[config.mk]
export PLATFORM = sky130hd
export DESIGN_NAME = mbda_divider
export DESIGN_NICKNAME = d
export VERILOG_FILES = /design/src/rtl/core/mbda_divider.sv
export SDC_FILE = /design/constraint.sdc
export NUM_CORES = 1
export LEC_CHECK = 0
export BUFFER_PORTS_ARGS = -buffer_cell sky130_fd_sc_hd__buf_2
export CELL_PAD_IN_SITES_DETAIL_PLACEMENT = 2
export CELL_PAD_IN_SITES_GLOBAL_PLACEMENT = 2
export CORE_MARGIN = 2
export CORE_UTILIZATION = 31
export DETAILED_ROUTE_END_ITERATION = 8
export PLACE_DENSITY_LB_ADDON = 0.3
export REMOVE_ABC_BUFFERS = 1
export SKIP_CTS_REPAIR_TIMING = 1
export SYNTH_ARGS = -nofsm -noshare
export SYNTH_HDL_FRONTEND = slang
export SYNTH_SLANG_ARGS = --single-unit
[constraint.sdc]
create_clock -name clk -period 3.2 [get_ports clk]
set_input_delay 0.48 -clock clk [delete_from_list [all_inputs] [get_ports clk]]
set_output_delay 0.48 -clock clk [all_outputs]
set_load 0.02 [all_outputs]
[src/rtl/core/mbda_divider.sv]
// Bit-serial signed 64-bit by unsigned 16-bit divider, one quotient bit per cycle.
// Truncates toward zero; uses no package items.
module mbda_divider (
  input  logic               clk,
  input  logic               rst_n,
  input  logic               start,
  input  logic signed [63:0] dividend,
  input  logic [15:0]        divisor,
  output logic               done,
  output logic signed [63:0] quotient
);

  logic        run_r;
  logic        done_r;
  logic        neg_r;
  logic [5:0]  cnt_r;
  logic [63:0] mag_r;
  logic [15:0] rem_r;
  logic [15:0] div_r;
  logic [16:0] rem_sh;
  logic [17:0] trial;
  logic [63:0] mag_nxt;
  logic [15:0] rem_nxt;
  logic [63:0] abs_in;

  assign abs_in = dividend[63] ? (64'd0 - dividend) : dividend;
  assign rem_sh = {rem_r, mag_r[63]};
  assign trial  = {1'b0, rem_sh} - {2'b00, div_r};

  always_comb begin
    if (!trial[17]) begin
      rem_nxt = trial[15:0];
      mag_nxt = {mag_r[62:0], 1'b1};
    end else begin
      rem_nxt = rem_sh[15:0];
      mag_nxt = {mag_r[62:0], 1'b0};
    end
  end

  always_ff @(posedge clk) begin
    if (!rst_n) begin
      run_r  <= 1'b0;
      done_r <= 1'b0;
    end else begin
      done_r <= 1'b0;
      if (start) begin
        run_r <= 1'b1;
        cnt_r <= 6'd0;
        neg_r <= dividend[63];
        mag_r <= abs_in;
        rem_r <= 16'd0;
        div_r <= divisor;
      end else if (run_r) begin
        mag_r <= mag_nxt;
        rem_r <= rem_nxt;
        cnt_r <= cnt_r + 6'd1;
        if (cnt_r == 6'd63) begin
          run_r  <= 1'b0;
          done_r <= 1'b1;
        end
      end
    end
  end

  assign done     = done_r;
  assign quotient = neg_r ? (64'sd0 - $signed(mag_r)) : $signed(mag_r);

endmodule

==> reports/summary.md <==
The run finished, with violations left. The checks that failed: negative setup slack. For the final core area utilization, the log shows 41.6%. The final critical path takes up 111% of the cycle. The hold violation count in the final report is 0, and the worst-margin pin slew is 0.995 ns. The design draws 4.24 mW.

Detailed-placement wirelength estimate: 21,600 um. The primary flip-flop cell chosen by synthesis mapping was edfxtp_1. The worst hold path belongs to the class in -> reg.

The die covers 0.0267 mm2. The cell count after synthesis came out at 879. The biggest fanout along the worst timing path was 2; the share of synthesized registers carrying an async set or reset was 0%.

The ratio of total power to cell area works out to 406 mW/mm2. The total wirelength of the detailed-routed design came out at 29,300 um. Global routing used 37.9% of the available met2 tracks. The cell family contributing the most delay on the critical path is simple AND/OR/NAND/NOR gates. The area growth from synthesis to final layout came out at 32.5%. The timing startpoint of the critical path was mag_r[18]$_DFFE_PP_. The logs give 0.0251 mm2 for the core area and 0.36 ns for the insertion delay to the later sink of the worst-skew pair. Routability-driven placement finished with a final weighted congestion of 0.802. For the post-route antenna net violation count, the log shows 0. The tools report the initial antenna violation count as 3. In this run, placement finished with an instance count of 1,363.

The global routing met3 resource utilization came out at 2.92%. The logs give 0 for the count of max-cap constraint violations and 9 for the number of buffers created by CTS. The synthesized netlist contains 56 unique library cells. The total of buffers placed on input and output ports came out at 147. The number of cells on the worst reg-to-reg path is 10. The final routed wire length divided by cell count is 21.1 um. The logs give 77 for the pin count of the biggest net entering global routing and -0.357 ns for the final worst setup slack. For this run, the slowest stage of the critical path takes 0.54 ns.

In this run, the number of DRC markers left after iteration 0 of detailed routing was 367. The fraction of post-synthesis cell area in the top cell type by area was 39.2%. TritonCTS built the clock tree. The initial utilization of the core area, before any placement, comes to 31.4%. Worst vdd rail ir drop: 0.239 mV. The tools report the type of origin of the critical path as a flip-flop. Clock-pin slew was measured on the worst setup and hold paths at 0.08 ns. The count of final setup violators came out at 44. Global routing used 27.3% of the available met1 tracks. The horizontal die dimension is 164 um. The first detailed-routing pass took 4 iterations. The number of flops mapped to enable cells by yosys was 103. Flip-flop and latch count after synthesis: 105.

For this run, the top clock speed supported by timing is 281 MHz. In the routed layout, each cell is associated on average with a via count of 5.47. The tools report the count of H-tree levels built during CTS as 3. The run gives 7,595 as the routed via count. STA classifies the critical path endpoint as an output pin. The slack of the worst reg-to-reg path was 0.25 ns. Among the stages of the critical path, the cell type that occurs most often is or3_4. The post-detailed-route DRC marker count is 0.

The cell area that synthesis handed to floorplanning was 0.00789 mm2. The via count of the first global-routing pass is 7,932. For this design the top-level I/O count stands at 148. The design area is 0.0105 mm2. Counting every sink on the clock net gives 105. The first global-routing pass estimated 44,100 um of wire. After the last flow step, the layout net total stands at 1,156. STA puts the critical path data arrival time at 3.08 ns.

The cell type contributing the most total cell area after synthesis is edfxtp_1. The post-route worst hold slack was 0.292 ns. The aggregate global routing overflow is 0, and the die span in y is 164 um.

Counting along the longest clock path gives a buffer depth of 2. The worst register-to-register path begins at mag_r[63]$_DFFE_PP_. Leakage dissipation: 3.82 nW. The top cell types in the final layout, fill and taps aside, are edfxtp_1 (103), buf_2 (101), buf_4 (97).

Data on the critical path is required at its endpoint by 2.72 ns. Count of final max-slew check failures: 0. In this run the core area contains 58 standard-cell rows.

Leaving out filler cells and counting taps, the final layout contains 1,389. Counting buffers and inverters, the worst setup path is 7 cells deep. Fraction of layout instances using a drive strength above 1: 30.3%. Leaving out fill and tap cells, the most frequent cell in the layout is edfxtp_1. Final critical-path required period: 3.56 ns. The tree is rooted in a clkbuf_16. Each instance of the synthesized netlist takes up on average 8.97 um2.

The area after detailed placement came out at 0.00927 mm2. The number of warnings issued by yosys came out at 0. Setup repair after global routing could not meet its margin everywhere.

The global routing usage summed across all routing layers was 21.3%. Ranked by total cell area, the synthesized netlist is headed by edfxtp_1 (39%), xnor2_1 (9.1%), a21oi_1 (5.8%). After global routing, the most crowded layer is met2. The tools report the proportion of synthesized chip area in sequential cells as 39.7%.

Worst clock skew on the final layout: 0.0105 ns. The critical path ends at quotient[29]. The count of buffer and inverter cells on the critical path came out at 1. The worst register-to-register path ends at rem_r[14]$_SDFFCE_PP0P_. The worst-path cell with the longest stage delay was or4b_4. The critical path goes through or3_4 > or4b_4 > or3_4 > or4_4 > o31ai_4 > xnor2_2 > buf_4. In this run the tightest slew margin relative to its limit is 33.7%. The setup path with the least slack is of type reg -> out.
[synthesized netlist by cell type (all sizes together) (8+ instances only)]
cell type	instances
edfxtp	103
a21oi	92
nor2	88
xnor2	82
nand2	65
o21ai	58
xor2	52
clkbuf	37
o31ai	36
nand3	31
inv	25
nor3	25
nor4	20
ha	19
o41ai	19
or3	17
or4	17
buf	8
[worst register-to-register path: stages, from the launching register on]
cell and delay (ns):
edfxtp_1 0.50, inv_1 0.10, ha_1 0.16, inv_1 0.06
fa_1 0.41, a21o_1 0.23, a221oi_1 0.38, o21ai_0 0.25
a311o_1 0.40, o211ai_1 0.10, a21oi_1 0.10
[how the worst min path moves through the flow]
stage                     start            endpoint  slack, ns  depth (start not counted)
2_1_floorplan  run_r$_SDFF_PN0_     done$_SDFF_PP0_       0.41                          2
3_5_place_dp   run_r$_SDFF_PN0_     done$_SDFF_PP0_       0.46                          2
3_3_place_gp   run_r$_SDFF_PN0_     done$_SDFF_PP0_       0.45                          2
6_report             divisor[7]  div_r[7]$_DFFE_PP_       0.29                          1
4_1_cts              divisor[7]  div_r[7]$_DFFE_PP_       0.28                          1
5_1_grt              divisor[4]  div_r[4]$_DFFE_PP_       0.29                          1
[layout make-up]
cell class | instances | area (um2)
clock inverter | 4 | 53.8
timing repair buffer | 208 | 1370
sequential | 105 | 3130
antenna | 2 | 5.00
multi-input combinational | 704 | 5150
clock buffer | 11 | 233
fill | 2784 | 14700
tap | 330 | 413
inverter | 25 | 93.8
[state kept, by name (all words and copies together) (netlist names)]
signal and count:
cnt_r 6, div_r 16, done 1, mag_r 64, neg_r 1, rem_r 16
run_r 1
[layer usage]
metal / wire length, um / up-vias
li1: - / 3601
met1: 13100 / 3839
met2: 15000 / 131
met3: 825 / 22
met4: 385 / 2
met5: 11 / -
[metrics by stage]
step                setup WS, ns  setup TNS (ns)
global placement         -0.0444          -0.107
detailed placement       -0.0637          -0.540
floorplan                 0.0349               0
finish                    -0.357           -6.76
CTS                       -0.472          -14.28
global route              -0.519          -13.48
[kinds of logic after synthesis]
family	count (synthesis)	synth area share, %
AND/OR/NAND/NOR	303	19.0
AO/OA/AOI/OAI	242	18.9
XOR/XNOR	134	14.9
flip-flops	105	39.7
buffers and inverters	70	3.47
adder cells (fa/ha/maj)	20	3.27
multiplexers	5	0.682
[power by group]
group	switching [mW]	leakage (nW)	internal, mW
sequential	0.113	0.992	1.65
combinational	0.782	2.69	0.539
clock	0.547	0.132	0.608
(Power assumes the default switching activity.)
